**src/hw/rtl/cpu6502_pkg.sv**
```systemverilog
// ----------------------------------------------------------------------------
// cpu6502_pkg
// Shared types, codes and the opcode decoder of the 6502 subset core.
// ----------------------------------------------------------------------------
package cpu6502_pkg;

  localparam int MEM_BYTES = 65536;

  localparam logic [15:0] PC_RESET = 16'hFFFC;
  localparam logic [7:0]  SP_RESET = 8'hFF;
  localparam logic [7:0]  STACK_PAGE = 8'h01;

  localparam logic [1:0] ACT_WRITE = 2'd0;
  localparam logic [1:0] ACT_READ  = 2'd1;
  localparam logic [1:0] ACT_EXEC  = 2'd2;
  localparam logic [1:0] ACT_NOP   = 2'd3;

  typedef enum logic [4:0] {
    ST_CLEAR, ST_IDLE, ST_HWR, ST_HRD, ST_HRD_WAIT, ST_FETCH, ST_OPC, ST_DECODE,
    ST_AD2, ST_AD3, ST_PTR1, ST_PTR2, ST_OPER, ST_EXEC, ST_PULL, ST_PULL_EXEC,
    ST_BR, ST_JSR2, ST_JSR3, ST_JSR4, ST_RTS1, ST_RTS2, ST_RTS3, ST_JMP2,
    ST_JMP3, ST_JI1, ST_JI2, ST_JI3, ST_DONE
  } state_t;

  typedef enum logic [3:0] {
    M_IMM, M_ZP, M_ZPX, M_ZPY, M_ABS, M_ABSX, M_ABSY, M_INDX, M_INDY
  } mode_t;

  typedef enum logic [3:0] {
    K_LOAD, K_STORE, K_ORA, K_AND, K_EOR, K_IMPL, K_PHA, K_PHP, K_PLA, K_PLP,
    K_BEQ, K_JSR, K_RTS, K_JMP, K_JMPI, K_UNK
  } kind_t;

  typedef enum logic [4:0] {
    R_NONE, R_TAX, R_TAY, R_TXA, R_TYA, R_TSX, R_TXS, R_INX, R_INY, R_DEX,
    R_DEY, R_LDA, R_LDX, R_LDY, R_ORA, R_AND, R_EOR, R_PLA, R_PLP
  } rop_t;

  typedef enum logic [2:0] {
    A_PC, A_EA, A_EA1, A_STACK, A_ZPTR, A_ZPTR1, A_HOST, A_CLR
  } asel_t;

  typedef enum logic [2:0] {
    W_ACC, W_X, W_Y, W_P, W_PCH, W_PCL, W_HOST, W_ZERO
  } wsel_t;

  typedef enum logic [1:0] {EA_NONE, EA_PC, EA_ZP, EA_ABS} easel_t;
  typedef enum logic [1:0] {IDX_0, IDX_X, IDX_Y} idx_t;
  typedef enum logic [2:0] {PC_KEEP, PC_EA, PC_Q, PC_QP1, PC_BRANCH} pcsel_t;

  typedef struct packed {
    logic   mem_rd;
    logic   mem_wr;
    asel_t  asel;
    wsel_t  wsel;
    logic   pc_inc;
    logic   lo_load;
    logic   op_load;
    logic   ptr_load;
    easel_t ea_sel;
    idx_t   idx_sel;
    pcsel_t pc_sel;
    logic   sp_inc;
    logic   sp_dec;
    rop_t   reg_op;
    logic   cyc_load;
    logic [2:0] cyc_val;
    logic   cyc_bump;
    logic   cyc_bump_carry;
    logic   unk_set;
    logic   host_load;
    logic   rd_latch;
    logic   out_load;
    logic   clr_inc;
  } cmd_t;

  typedef struct packed {
    logic [7:0] opcode;
    logic       clear_done;
  } sts_t;

  typedef struct packed {
    kind_t      kind;
    mode_t      mode;
    logic [1:0] rsel;
    rop_t       rop;
  } dec_t;

  function automatic dec_t decode(input logic [7:0] op);
    dec_t d;
    d.kind = K_UNK;
    d.mode = M_IMM;
    d.rsel = 2'd0;
    d.rop  = R_NONE;
    if (op[1:0] == 2'b01) begin
      case (op[4:2])
        3'd0: d.mode = M_INDX;
        3'd1: d.mode = M_ZP;
        3'd2: d.mode = M_IMM;
        3'd3: d.mode = M_ABS;
        3'd4: d.mode = M_INDY;
        3'd5: d.mode = M_ZPX;
        3'd6: d.mode = M_ABSY;
        default: d.mode = M_ABSX;
      endcase
      case (op[7:5])
        3'd0: d.kind = K_ORA;
        3'd1: d.kind = K_AND;
        3'd2: d.kind = K_EOR;
        3'd4: d.kind = (d.mode == M_IMM) ? K_UNK : K_STORE;
        3'd5: d.kind = K_LOAD;
        default: d.kind = K_UNK;
      endcase
    end else begin
      case (op)
        8'hA2: begin d.kind = K_LOAD;  d.rsel = 2'd1; d.mode = M_IMM;  end
        8'hA6: begin d.kind = K_LOAD;  d.rsel = 2'd1; d.mode = M_ZP;   end
        8'hB6: begin d.kind = K_LOAD;  d.rsel = 2'd1; d.mode = M_ZPY;  end
        8'hAE: begin d.kind = K_LOAD;  d.rsel = 2'd1; d.mode = M_ABS;  end
        8'hBE: begin d.kind = K_LOAD;  d.rsel = 2'd1; d.mode = M_ABSY; end
        8'hA0: begin d.kind = K_LOAD;  d.rsel = 2'd2; d.mode = M_IMM;  end
        8'hA4: begin d.kind = K_LOAD;  d.rsel = 2'd2; d.mode = M_ZP;   end
        8'hB4: begin d.kind = K_LOAD;  d.rsel = 2'd2; d.mode = M_ZPX;  end
        8'hAC: begin d.kind = K_LOAD;  d.rsel = 2'd2; d.mode = M_ABS;  end
        8'hBC: begin d.kind = K_LOAD;  d.rsel = 2'd2; d.mode = M_ABSX; end
        8'h86: begin d.kind = K_STORE; d.rsel = 2'd1; d.mode = M_ZP;   end
        8'h96: begin d.kind = K_STORE; d.rsel = 2'd1; d.mode = M_ZPY;  end
        8'h8E: begin d.kind = K_STORE; d.rsel = 2'd1; d.mode = M_ABS;  end
        8'h84: begin d.kind = K_STORE; d.rsel = 2'd2; d.mode = M_ZP;   end
        8'h94: begin d.kind = K_STORE; d.rsel = 2'd2; d.mode = M_ZPX;  end
        8'h8C: begin d.kind = K_STORE; d.rsel = 2'd2; d.mode = M_ABS;  end
        8'hAA: begin d.kind = K_IMPL; d.rop = R_TAX; end
        8'hA8: begin d.kind = K_IMPL; d.rop = R_TAY; end
        8'h8A: begin d.kind = K_IMPL; d.rop = R_TXA; end
        8'h98: begin d.kind = K_IMPL; d.rop = R_TYA; end
        8'hBA: begin d.kind = K_IMPL; d.rop = R_TSX; end
        8'h9A: begin d.kind = K_IMPL; d.rop = R_TXS; end
        8'hE8: begin d.kind = K_IMPL; d.rop = R_INX; end
        8'hC8: begin d.kind = K_IMPL; d.rop = R_INY; end
        8'hCA: begin d.kind = K_IMPL; d.rop = R_DEX; end
        8'h88: begin d.kind = K_IMPL; d.rop = R_DEY; end
        8'h48: d.kind = K_PHA;
        8'h08: d.kind = K_PHP;
        8'h68: d.kind = K_PLA;
        8'h28: d.kind = K_PLP;
        8'hF0: d.kind = K_BEQ;
        8'h20: d.kind = K_JSR;
        8'h60: d.kind = K_RTS;
        8'h4C: d.kind = K_JMP;
        8'h6C: d.kind = K_JMPI;
        default: d.kind = K_UNK;
      endcase
    end
    return d;
  endfunction

  function automatic logic [2:0] base_cycles(input mode_t m);
    logic [2:0] c;
    case (m)
      M_IMM:  c = 3'd2;
      M_ZP:   c = 3'd3;
      M_INDX: c = 3'd6;
      M_INDY: c = 3'd5;
      default: c = 3'd4;
    endcase
    return c;
  endfunction

endpackage

```
**src/hw/rtl/cpu6502_ctrl.sv**
```systemverilog
// ----------------------------------------------------------------------------
// cpu6502_ctrl
// Sequencer: memory clear, host accesses and instruction micro-steps.
// ----------------------------------------------------------------------------
module cpu6502_ctrl (
  input  logic               clk,
  input  logic               rst,
  input  logic               s_tvalid,
  input  logic [1:0]         s_action,
  output logic               s_tready,
  output logic               m_tvalid,
  input  logic               m_tready,
  input  cpu6502_pkg::sts_t  sts,
  output cpu6502_pkg::cmd_t  cmd
);

  cpu6502_pkg::state_t state, state_next;
  cpu6502_pkg::dec_t   dec;
  logic                accept;
  logic                slot_free;
  logic                indexed;

  assign dec       = cpu6502_pkg::decode(sts.opcode);
  assign s_tready  = state == cpu6502_pkg::ST_IDLE;
  assign accept    = s_tvalid && s_tready;
  assign slot_free = !m_tvalid || m_tready;
  assign indexed   = dec.mode == cpu6502_pkg::M_ABSX || dec.mode == cpu6502_pkg::M_ABSY
                     || dec.mode == cpu6502_pkg::M_INDY;

  always_ff @(posedge clk) begin
    if (rst) begin
      state    <= cpu6502_pkg::ST_CLEAR;
      m_tvalid <= 1'b0;
    end else begin
      state <= state_next;
      if (cmd.out_load) begin
        m_tvalid <= 1'b1;
      end else if (m_tready) begin
        m_tvalid <= 1'b0;
      end
    end
  end

  // next state
  always_comb begin
    state_next = state;
    case (state)
      cpu6502_pkg::ST_CLEAR: if (sts.clear_done) state_next = cpu6502_pkg::ST_IDLE;
      cpu6502_pkg::ST_IDLE: begin
        if (accept) begin
          case (s_action)
            cpu6502_pkg::ACT_WRITE: state_next = cpu6502_pkg::ST_HWR;
            cpu6502_pkg::ACT_READ:  state_next = cpu6502_pkg::ST_HRD;
            cpu6502_pkg::ACT_EXEC:  state_next = cpu6502_pkg::ST_FETCH;
            default:                state_next = cpu6502_pkg::ST_DONE;
          endcase
        end
      end
      cpu6502_pkg::ST_HWR:      state_next = cpu6502_pkg::ST_DONE;
      cpu6502_pkg::ST_HRD:      state_next = cpu6502_pkg::ST_HRD_WAIT;
      cpu6502_pkg::ST_HRD_WAIT: state_next = cpu6502_pkg::ST_DONE;
      cpu6502_pkg::ST_FETCH:    state_next = cpu6502_pkg::ST_OPC;
      cpu6502_pkg::ST_OPC:      state_next = cpu6502_pkg::ST_DECODE;
      cpu6502_pkg::ST_DECODE: begin
        case (dec.kind)
          cpu6502_pkg::K_LOAD, cpu6502_pkg::K_STORE, cpu6502_pkg::K_ORA,
          cpu6502_pkg::K_AND, cpu6502_pkg::K_EOR:
            state_next = (dec.mode == cpu6502_pkg::M_IMM) ? cpu6502_pkg::ST_OPER
                                                          : cpu6502_pkg::ST_AD2;
          cpu6502_pkg::K_PLA, cpu6502_pkg::K_PLP: state_next = cpu6502_pkg::ST_PULL;
          cpu6502_pkg::K_BEQ:  state_next = cpu6502_pkg::ST_BR;
          cpu6502_pkg::K_JSR:  state_next = cpu6502_pkg::ST_JSR2;
          cpu6502_pkg::K_RTS:  state_next = cpu6502_pkg::ST_RTS1;
          cpu6502_pkg::K_JMP, cpu6502_pkg::K_JMPI: state_next = cpu6502_pkg::ST_JMP2;
          default: state_next = cpu6502_pkg::ST_DONE;
        endcase
      end
      cpu6502_pkg::ST_AD2: begin
        case (dec.mode)
          cpu6502_pkg::M_ZP, cpu6502_pkg::M_ZPX, cpu6502_pkg::M_ZPY:
            state_next = cpu6502_pkg::ST_OPER;
          cpu6502_pkg::M_INDX, cpu6502_pkg::M_INDY: state_next = cpu6502_pkg::ST_PTR1;
          default: state_next = cpu6502_pkg::ST_AD3;
        endcase
      end
      cpu6502_pkg::ST_AD3:  state_next = cpu6502_pkg::ST_OPER;
      cpu6502_pkg::ST_PTR1: state_next = cpu6502_pkg::ST_PTR2;
      cpu6502_pkg::ST_PTR2: state_next = cpu6502_pkg::ST_AD3;
      cpu6502_pkg::ST_OPER:
        state_next = (dec.kind == cpu6502_pkg::K_STORE) ? cpu6502_pkg::ST_DONE
                                                        : cpu6502_pkg::ST_EXEC;
      cpu6502_pkg::ST_EXEC:      state_next = cpu6502_pkg::ST_DONE;
      cpu6502_pkg::ST_PULL:      state_next = cpu6502_pkg::ST_PULL_EXEC;
      cpu6502_pkg::ST_PULL_EXEC: state_next = cpu6502_pkg::ST_DONE;
      cpu6502_pkg::ST_BR:        state_next = cpu6502_pkg::ST_DONE;
      cpu6502_pkg::ST_JSR2:      state_next = cpu6502_pkg::ST_JSR3;
      cpu6502_pkg::ST_JSR3:      state_next = cpu6502_pkg::ST_JSR4;
      cpu6502_pkg::ST_JSR4:      state_next = cpu6502_pkg::ST_DONE;
      cpu6502_pkg::ST_RTS1:      state_next = cpu6502_pkg::ST_RTS2;
      cpu6502_pkg::ST_RTS2:      state_next = cpu6502_pkg::ST_RTS3;
      cpu6502_pkg::ST_RTS3:      state_next = cpu6502_pkg::ST_DONE;
      cpu6502_pkg::ST_JMP2:      state_next = cpu6502_pkg::ST_JMP3;
      cpu6502_pkg::ST_JMP3:
        state_next = (dec.kind == cpu6502_pkg::K_JMPI) ? cpu6502_pkg::ST_JI1
                                                       : cpu6502_pkg::ST_DONE;
      cpu6502_pkg::ST_JI1: state_next = cpu6502_pkg::ST_JI2;
      cpu6502_pkg::ST_JI2: state_next = cpu6502_pkg::ST_JI3;
      cpu6502_pkg::ST_JI3: state_next = cpu6502_pkg::ST_DONE;
      cpu6502_pkg::ST_DONE: if (slot_free) state_next = cpu6502_pkg::ST_IDLE;
      default: state_next = cpu6502_pkg::ST_CLEAR;
    endcase
  end

  // commands
  always_comb begin
    cmd = '0;
    cmd.asel    = cpu6502_pkg::A_PC;
    cmd.wsel    = cpu6502_pkg::W_ZERO;
    cmd.ea_sel  = cpu6502_pkg::EA_NONE;
    cmd.idx_sel = cpu6502_pkg::IDX_0;
    cmd.pc_sel  = cpu6502_pkg::PC_KEEP;
    cmd.reg_op  = cpu6502_pkg::R_NONE;
    case (state)
      cpu6502_pkg::ST_CLEAR: begin
        cmd.asel = cpu6502_pkg::A_CLR;
        if (!sts.clear_done) begin
          cmd.mem_wr  = 1'b1;
          cmd.clr_inc = 1'b1;
        end
      end
      cpu6502_pkg::ST_IDLE: cmd.host_load = accept;
      cpu6502_pkg::ST_HWR: begin
        cmd.mem_wr = 1'b1;
        cmd.asel   = cpu6502_pkg::A_HOST;
        cmd.wsel   = cpu6502_pkg::W_HOST;
      end
      cpu6502_pkg::ST_HRD: begin
        cmd.mem_rd = 1'b1;
        cmd.asel   = cpu6502_pkg::A_HOST;
      end
      cpu6502_pkg::ST_HRD_WAIT: cmd.rd_latch = 1'b1;
      cpu6502_pkg::ST_FETCH: begin
        cmd.mem_rd = 1'b1;
        cmd.pc_inc = 1'b1;
      end
      cpu6502_pkg::ST_OPC: cmd.op_load = 1'b1;
      cpu6502_pkg::ST_DECODE: begin
        cmd.cyc_load = 1'b1;
        cmd.cyc_val  = 3'd2;
        case (dec.kind)
          cpu6502_pkg::K_LOAD, cpu6502_pkg::K_STORE, cpu6502_pkg::K_ORA,
          cpu6502_pkg::K_AND, cpu6502_pkg::K_EOR: begin
            cmd.cyc_val = cpu6502_pkg::base_cycles(dec.mode);
            cmd.pc_inc  = 1'b1;
            if (dec.mode == cpu6502_pkg::M_IMM) begin
              cmd.ea_sel = cpu6502_pkg::EA_PC;
            end else begin
              cmd.mem_rd = 1'b1;
            end
          end
          cpu6502_pkg::K_IMPL: cmd.reg_op = dec.rop;
          cpu6502_pkg::K_PHA, cpu6502_pkg::K_PHP: begin
            cmd.cyc_val = 3'd3;
            cmd.mem_wr  = 1'b1;
            cmd.asel    = cpu6502_pkg::A_STACK;
            cmd.wsel    = (dec.kind == cpu6502_pkg::K_PHA) ? cpu6502_pkg::W_ACC
                                                           : cpu6502_pkg::W_P;
            cmd.sp_dec  = 1'b1;
          end
          cpu6502_pkg::K_PLA, cpu6502_pkg::K_PLP: begin
            cmd.cyc_val = 3'd4;
            cmd.sp_inc  = 1'b1;
          end
          cpu6502_pkg::K_BEQ: begin
            cmd.mem_rd = 1'b1;
            cmd.pc_inc = 1'b1;
          end
          cpu6502_pkg::K_JSR: begin
            cmd.cyc_val = 3'd6;
            cmd.mem_rd  = 1'b1;
            cmd.pc_inc  = 1'b1;
          end
          cpu6502_pkg::K_RTS: begin
            cmd.cyc_val = 3'd6;
            cmd.sp_inc  = 1'b1;
          end
          cpu6502_pkg::K_JMP, cpu6502_pkg::K_JMPI: begin
            cmd.cyc_val = (dec.kind == cpu6502_pkg::K_JMP) ? 3'd3 : 3'd5;
            cmd.mem_rd  = 1'b1;
            cmd.pc_inc  = 1'b1;
          end
          default: cmd.unk_set = 1'b1;
        endcase
      end
      cpu6502_pkg::ST_AD2: begin
        case (dec.mode)
          cpu6502_pkg::M_ZP: cmd.ea_sel = cpu6502_pkg::EA_ZP;
          cpu6502_pkg::M_ZPX: begin
            cmd.ea_sel  = cpu6502_pkg::EA_ZP;
            cmd.idx_sel = cpu6502_pkg::IDX_X;
          end
          cpu6502_pkg::M_ZPY: begin
            cmd.ea_sel  = cpu6502_pkg::EA_ZP;
            cmd.idx_sel = cpu6502_pkg::IDX_Y;
          end
          cpu6502_pkg::M_INDX: begin
            cmd.ptr_load = 1'b1;
            cmd.idx_sel  = cpu6502_pkg::IDX_X;
          end
          cpu6502_pkg::M_INDY: cmd.ptr_load = 1'b1;
          default: begin
            cmd.lo_load = 1'b1;
            cmd.mem_rd  = 1'b1;
            cmd.pc_inc  = 1'b1;
          end
        endcase
      end
      cpu6502_pkg::ST_PTR1: begin
        cmd.mem_rd = 1'b1;
        cmd.asel   = cpu6502_pkg::A_ZPTR;
      end
      cpu6502_pkg::ST_PTR2: begin
        cmd.lo_load = 1'b1;
        cmd.mem_rd  = 1'b1;
        cmd.asel    = cpu6502_pkg::A_ZPTR1;
      end
      cpu6502_pkg::ST_AD3: begin
        cmd.ea_sel = cpu6502_pkg::EA_ABS;
        if (dec.mode == cpu6502_pkg::M_ABSX) begin
          cmd.idx_sel = cpu6502_pkg::IDX_X;
        end else if (indexed) begin
          cmd.idx_sel = cpu6502_pkg::IDX_Y;
        end
        cmd.cyc_bump_carry = indexed;
        cmd.cyc_bump       = indexed && dec.kind == cpu6502_pkg::K_STORE;
      end
      cpu6502_pkg::ST_OPER: begin
        cmd.asel = cpu6502_pkg::A_EA;
        if (dec.kind == cpu6502_pkg::K_STORE) begin
          cmd.mem_wr = 1'b1;
          case (dec.rsel)
            2'd1:    cmd.wsel = cpu6502_pkg::W_X;
            2'd2:    cmd.wsel = cpu6502_pkg::W_Y;
            default: cmd.wsel = cpu6502_pkg::W_ACC;
          endcase
        end else begin
          cmd.mem_rd = 1'b1;
        end
      end
      cpu6502_pkg::ST_EXEC: begin
        case (dec.kind)
          cpu6502_pkg::K_ORA: cmd.reg_op = cpu6502_pkg::R_ORA;
          cpu6502_pkg::K_AND: cmd.reg_op = cpu6502_pkg::R_AND;
          cpu6502_pkg::K_EOR: cmd.reg_op = cpu6502_pkg::R_EOR;
          default: begin
            case (dec.rsel)
              2'd1:    cmd.reg_op = cpu6502_pkg::R_LDX;
              2'd2:    cmd.reg_op = cpu6502_pkg::R_LDY;
              default: cmd.reg_op = cpu6502_pkg::R_LDA;
            endcase
          end
        endcase
      end
      cpu6502_pkg::ST_PULL: begin
        cmd.mem_rd = 1'b1;
        cmd.asel   = cpu6502_pkg::A_STACK;
      end
      cpu6502_pkg::ST_PULL_EXEC:
        cmd.reg_op = (dec.kind == cpu6502_pkg::K_PLA) ? cpu6502_pkg::R_PLA
                                                      : cpu6502_pkg::R_PLP;
      cpu6502_pkg::ST_BR: cmd.pc_sel = cpu6502_pkg::PC_BRANCH;
      cpu6502_pkg::ST_JSR2: begin
        cmd.lo_load = 1'b1;
        cmd.mem_rd  = 1'b1;
      end
      cpu6502_pkg::ST_JSR3: begin
        cmd.ea_sel = cpu6502_pkg::EA_ABS;
        cmd.mem_wr = 1'b1;
        cmd.asel   = cpu6502_pkg::A_STACK;
        cmd.wsel   = cpu6502_pkg::W_PCH;
        cmd.sp_dec = 1'b1;
      end
      cpu6502_pkg::ST_JSR4: begin
        cmd.mem_wr = 1'b1;
        cmd.asel   = cpu6502_pkg::A_STACK;
        cmd.wsel   = cpu6502_pkg::W_PCL;
        cmd.sp_dec = 1'b1;
        cmd.pc_sel = cpu6502_pkg::PC_EA;
      end
      cpu6502_pkg::ST_RTS1: begin
        cmd.mem_rd = 1'b1;
        cmd.asel   = cpu6502_pkg::A_STACK;
        cmd.sp_inc = 1'b1;
      end
      cpu6502_pkg::ST_RTS2: begin
        cmd.lo_load = 1'b1;
        cmd.mem_rd  = 1'b1;
        cmd.asel    = cpu6502_pkg::A_STACK;
      end
      cpu6502_pkg::ST_RTS3: cmd.pc_sel = cpu6502_pkg::PC_QP1;
      cpu6502_pkg::ST_JMP2: begin
        cmd.lo_load = 1'b1;
        cmd.mem_rd  = 1'b1;
        cmd.pc_inc  = 1'b1;
      end
      cpu6502_pkg::ST_JMP3: begin
        if (dec.kind == cpu6502_pkg::K_JMPI) begin
          cmd.ea_sel = cpu6502_pkg::EA_ABS;
        end else begin
          cmd.pc_sel = cpu6502_pkg::PC_Q;
        end
      end
      cpu6502_pkg::ST_JI1: begin
        cmd.mem_rd = 1'b1;
        cmd.asel   = cpu6502_pkg::A_EA;
      end
      cpu6502_pkg::ST_JI2: begin
        cmd.lo_load = 1'b1;
        cmd.mem_rd  = 1'b1;
        cmd.asel    = cpu6502_pkg::A_EA1;
      end
      cpu6502_pkg::ST_JI3: cmd.pc_sel = cpu6502_pkg::PC_Q;
      cpu6502_pkg::ST_DONE: cmd.out_load = slot_free;
      default: ;
    endcase
  end

  a_one_access: assert property (@(posedge clk) disable iff (rst)
    !(cmd.mem_rd && cmd.mem_wr))
    else $error("memory read and write in one cycle");

  a_clear_addr: assert property (@(posedge clk) disable iff (rst)
    (state == cpu6502_pkg::ST_CLEAR && cmd.mem_wr) |-> cmd.asel == cpu6502_pkg::A_CLR)
    else $error("clearing pass writes off its sweep");

  a_no_overrun: assert property (@(posedge clk) disable iff (rst)
    cmd.out_load |-> (!m_tvalid || m_tready))
    else $error("result overwrites an untaken word");

  a_busy: assert property (@(posedge clk) disable iff (rst)
    accept |=> !s_tready)
    else $error("second word taken while busy");

endmodule

```
**config.mk**
```make
export PLATFORM = sky130hd
export DESIGN_NAME = cpu6502_ctrl
export DESIGN_NICKNAME = d
export VERILOG_FILES = /design/src/hw/rtl/cpu6502_pkg.sv /design/src/hw/rtl/cpu6502_ctrl.sv
export SDC_FILE = /design/constraint.sdc
export NUM_CORES = 1
export LEC_CHECK = 0
export ABC_AREA = 1
export ABC_CLOCK_PERIOD_IN_PS = 5900
export BUFFER_PORTS_ARGS = -buffer_cell sky130_fd_sc_hd__buf_2
export CELL_PAD_IN_SITES_DETAIL_PLACEMENT = 2
export CELL_PAD_IN_SITES_GLOBAL_PLACEMENT = 2
export CORE_MARGIN = 3
export CORE_UTILIZATION = 28
export DETAILED_ROUTE_END_ITERATION = 16
export PLACE_DENSITY_LB_ADDON = 0.1
export SYNTH_ARGS = -nofsm -noshare
export SYNTH_HDL_FRONTEND = slang
export SYNTH_SLANG_ARGS = --single-unit
```
**constraint.sdc**
```tcl
create_clock -name clk -period 5.9 [get_ports clk]
set_clock_uncertainty 0.1 [all_clocks]
set_input_delay 0.59 -clock clk [delete_from_list [all_inputs] [get_ports clk]]
set_output_delay 0.59 -clock clk [all_outputs]
set_load 0.01 [all_outputs]
```
* Word-level counts from Yosys, hierarchy flattened
Cells that the tools add are included.
Storage, ports and cells: bits in registers 6, output and inout port bits 39, word-level logic and storage cells 224
Cells by class: reduce and logical (&&, ||, !) cells 47, eq/ne operators 102, mux-type cells 73
Operators by type and width (count):
- $eq A8 B8 Y1 const B | 27
- $pmux W5 S22 | 1
- $eq A5 B5 Y1 const B | 13
- $pmux W5 S10 | 1
- $pmux W4 S12 | 1
- $pmux W3 S5 | 3
- $pmux W5 S3 | 3
- $eq A5 B4 Y1 const B | 8
- $eq A8 B7 Y1 const B | 5
- $pmux W4 S10 | 1
- $reduce_or A2 Y1 | 17
- $eq A4 B4 Y1 const B | 8
- $pmux W5 S6 | 1
- $eq A4 B3 Y1 const B | 7
- $pmux W4 S7 | 1
- $mux W5 | 5
- $pmux W3 S8 | 1
- $mux W1 | 21
- $eq A5 B3 Y1 const B | 4
- $pmux W4 S5 | 1
- $reduce_or A10 Y1 | 2
- $reduce_or A5 Y1 | 4
- $mux W2 | 9
- $eq A4 B2 Y1 const B | 4
- 39 further kinds | 74

* Depth between registers and ports, before layout
depth after elaboration 13, depth in mapped cells 21, mapped depth without buffers 20

* Least setup slack after synthesis
Ideal clock, no wire load.
path type in2out, start point input sts[5] (netlist bit), end point output cmd[9] (netlist bit), path slack 2896 ps, data required time 5210 ps, buffers on the path 1, stages on the path 14, arrival 2314 ps, cell sequence buf_4 -> inv_2 -> nand2_2 -> nor2_2 -> nand2_1 -> nand3_1 -> nor2_2 -> nand3_2 -> nor2_1 -> o22ai_2 -> nand3_4 -> nand2_4 -> a211oi_1 -> nor3_1
RTL lines:
- start: declaration | RTL line cpu6502_ctrl.sv:13 | input cpu6502_pkg::sts_t sts,
- end: declaration | RTL line cpu6502_ctrl.sv:14 | output cpu6502_pkg::cmd_t cmd

==> run summary <==
The flow ran to the end, and the final reports show no timing, DRC or antenna violations. The kind of launch point of the worst setup path was an input port. In this run the remaining antenna-violating nets after routing total 0. The worst-case IR drop observed on VDD is 0.09182 mV. The buffer levels on the longest clock path is 2, and the standard-cell row count is 32. For the post-route DRC violation count, the log shows 0.

The tools report the element type at the critical path end as a primary output. The first global-routing pass estimated 17030 µm of wire. Across all register-to-register paths, the minimum setup slack is 3.10 ns.

In this run the most critical hold path is launched from m_tvalid. Before antenna repair, the detailed router went through 4 iterations. The core region is 7767 µm². The logs give 0 for the count of max-cap constraint violations and 9225 µm for the half-perimeter wire length after detailed placement.

At the end of the flow the core is filled with cells to 34.41%. For this run, asynchronously set or reset flops after synthesis account for 0%. The y dimension of the die was 95.74 µm. The most common flop cell mapped by yosys was sky130_fd_sc_hd__dfxtp_1. The die covers 9165 µm².

Number of instances in the synthesized netlist: 441. The fraction of layout instances using a drive strength above 1 works out to 20.24%. Setup repair after global routing left no endpoint under its margin. In this run, synthesis inferred 0 flip-flops with an integrated enable. In this run, post-CTS repair resized a total of 0 instances. The mean number of vias per cell works out to 5.260. The final count of hold timing violations is 0, and the total vias in the final route is 3135. Setup violations remaining at the end of the flow were counted as 0. Data on the critical path is required at its endpoint by 5.21 ns. The repair_antennas step left the layout with diodes totalling 0. The total of buffers placed on input and output ports was 53; the warning count from the yosys run was 0. The tree is rooted in a sky130_fd_sc_hd__clkbuf_8. The worst max-slew margin expressed relative to the limit is 46.86%, and the net count reported at finish is 518.

Clock-pin slew was measured on the worst setup and hold paths at 0.05 ns. For the distinct cell type count of the synthesized netlist, the log shows 43. Combined flip-flop and latch cell area: 120.1 µm². The final cell count without fillers is 596. TritonCTS built the clock tree. The worst hold path belongs to the class flop to flop. Critical path start-end classification: input port to primary output.

At the pin with the least slew margin, the transition time is 0.7942 ns. The layout-stage area growth over the synthesis result works out to 18.53%. Counting every net in the synthesized netlist gives 463. Summed over all layers, the routed wires come to 10640 µm. The final weighted congestion in routability-driven placement was 0.9528. For this design the top-level I/O count stands at 54. TritonCTS created 3 clock buffers. In this run the static leakage power is 1.472 nW. The tools report the number of global-route vias before repair as 3242.

Tracing the worst setup path back leads to its startpoint at sts[5]. After synthesis, the mean cell area works out to 5.113 µm². The die width is 95.74 µm, and the number of max-slew violations in the final report is 0. In the final routed layout, each cell accounts on average for 17.85 µm. The tools report the remaining global-route overflow as 0. The quantity of hold-fixing buffers added after cts came out at 0. In the finished design, the share of the clock period the worst path needs comes to 61.25%.

The tools report the launching point of the worst reg2reg path as state[2]. Portion of the post-synthesis area used by sequential elements: 5.327%. Once the floorplan was initialized, standard cells occupied 29.03% of the core. The logs give 13 for the maximum number of pins on one net before global-route repair and 0 for the buffers inserted during post-CTS setup optimization.

The worst path in the final design needs a cycle of 3.614 ns, including I/O delays and setup. Counting flops and latches in the post-synthesis netlist gives 6. Global routing used 23.72% of the available tracks.

Source-to-sink clock delay at the later pin of the worst-skew pair: 0.23 ns. The highest clock rate is 276.7 MHz, and the maximum fanout count along the critical path is 9. For this design, the sink count on the clock tree is 6. The layout has 1063 filler cells. In the final timing run, aggregate negative setup slack is 0 ns.

In this run the power density over the cells is 260.2 nW/µm². The number of antenna violations at the first check in global routing was 0. The H-tree depth is 1.

The tools report the detailed router's first-iteration violation count as 106. Arrival time of the worst setup path: 2.92 ns. The number of placed instances, taps included is 593. After synthesis the cells add up to 2255 µm². In the final layout, the multi-input gates occupy 1822 µm².
-- power by group --
group	total [mW]	internal, mW	switching (mW)
registers	0.0869	0.0553	0.0316
clock network	0.0659	0.0442	0.0216
logic	0.543	0.172	0.371
total	0.695	0.271	0.424
-- registers in the layout, indices dropped and copies added (netlist names) --
signal	flops
state	5
m_tvalid	1
-- area by class of cell --
class	instances	area share [%]
clock buffer	3	1.545
sequential	6	4.494
timing repair buffer	53	9.925
inverter	79	11.10
multi-input combinational	353	68.16
tap	102	4.775
-- path summary, 6_finish.rpt --
kind / end / cells past startpoint
worst max-delay path: cmd[8] / 16
worst min-delay path: m_tvalid / 4
worst max register to register: state[4] / 10
worst min register to register: m_tvalid / 4
-- worst max-delay path, stage by stage --
cell,delay (ns)
sky130_fd_sc_hd__buf_2,0.21
sky130_fd_sc_hd__inv_2,0.09
sky130_fd_sc_hd__nand2_2,0.12
sky130_fd_sc_hd__nor2_2,0.08
sky130_fd_sc_hd__nand2_4,0.14
sky130_fd_sc_hd__nand3_2,0.15
sky130_fd_sc_hd__nor2_2,0.19
sky130_fd_sc_hd__nand3_2,0.13
sky130_fd_sc_hd__o21ai_1,0.22
sky130_fd_sc_hd__a21oi_4,0.12
sky130_fd_sc_hd__nand3_4,0.12
sky130_fd_sc_hd__nand2_4,0.10
sky130_fd_sc_hd__nor4b_2,0.27
sky130_fd_sc_hd__o21ai_0,0.16
sky130_fd_sc_hd__inv_1,0.10
sky130_fd_sc_hd__buf_2,0.13
-- cell usage after synthesis, types with 2 or more instances --
| master | count | area, µm² |
|---|---|---|
| sky130_fd_sc_hd__a211oi_1 | 2 | 15.01 |
| sky130_fd_sc_hd__a21oi_1 | 14 | 70.07 |
| sky130_fd_sc_hd__a21oi_4 | 2 | 32.53 |
| sky130_fd_sc_hd__dfxtp_1 | 6 | 120.1 |
| sky130_fd_sc_hd__ha_1 | 7 | 87.58 |
| sky130_fd_sc_hd__inv_1 | 69 | 259.0 |
| sky130_fd_sc_hd__inv_2 | 10 | 37.54 |
| sky130_fd_sc_hd__nand2_1 | 97 | 364.1 |
| sky130_fd_sc_hd__nand2_2 | 6 | 37.54 |
| sky130_fd_sc_hd__nand2_4 | 5 | 56.30 |
| sky130_fd_sc_hd__nand3_1 | 25 | 125.1 |
| sky130_fd_sc_hd__nand3_2 | 4 | 40.04 |
| sky130_fd_sc_hd__nand3b_1 | 2 | 15.01 |
| sky130_fd_sc_hd__nand4_1 | 8 | 50.05 |
| sky130_fd_sc_hd__nor2_1 | 100 | 375.4 |
| sky130_fd_sc_hd__nor2_2 | 7 | 43.79 |
| sky130_fd_sc_hd__nor2_4 | 4 | 45.04 |
| sky130_fd_sc_hd__nor3_1 | 16 | 80.08 |
| sky130_fd_sc_hd__nor4_1 | 6 | 37.54 |
| sky130_fd_sc_hd__o2111ai_1 | 2 | 17.52 |
| sky130_fd_sc_hd__o211ai_1 | 5 | 37.54 |
| sky130_fd_sc_hd__o21ai_0 | 19 | 95.09 |
| sky130_fd_sc_hd__o22ai_1 | 3 | 18.77 |
| sky130_fd_sc_hd__o31ai_1 | 3 | 22.52 |
-- cell families (layout without fill, tap and decap cells) --
| logic type | after synthesis | count (layout) | synth area share [%] |
|---|---|---|---|
| simple gates | 285 | 285 | 58.66 |
| buf+inv | 82 | 135 | 13.87 |
| compound gates | 60 | 60 | 17.87 |
| fa+ha+maj | 7 | 7 | 3.884 |
| flops | 6 | 6 | 5.328 |
| xor+xnor | 1 | 1 | 0.3885 |
-- metrics by stage --
stage	power, mW	setup WS (ns)	hold WS [ns]	instance area, µm²
5_1_grt	0.7640	1.941	0.5316	2673
2_1_floorplan	0.4177	2.896	0.4650	2255
3_3_place_gp	0.6069	2.349	0.4425	2631
4_1_cts	0.6960	2.256	0.4821	2673
3_5_place_dp	0.6170	2.264	0.4723	2631
6_report	0.6953	2.286	0.4771	2673
-- layout by cell type (no fill, tap or decap), drive strengths merged --
cell type / n
a2111oi: 1
a211oi: 2
a21oi: 17
a22oi: 1
buf: 53
clkbuf: 3
dfxtp: 6
ha: 7
inv: 79
nand2: 108
nand3: 30
nand3b: 2
nand4: 8
nor2: 111
nor3: 16
nor3b: 1
nor4: 6
nor4b: 1
o2111ai: 2
o211ai: 5
o21ai: 21
o22ai: 4
o2bb2ai: 1
o311ai: 1
o31ai: 3
o32ai: 1
o41ai: 1
or2: 2
xor2: 1
-- layer usage --
| metal | vias up | GRT usage (%) | routed length (µm) |
|---|---|---|---|
| met4 | 0 | 1.777 | 42 |
| met5 | - | 0 | 0 |
| li1 | 1529 | - | - |
| met1 | 1530 | 36.51 | 5435 |
| met2 | 72 | 37.70 | 4760 |
| met3 | 4 | 1.173 | 400 |
Power figures use the tool's default switching activity.
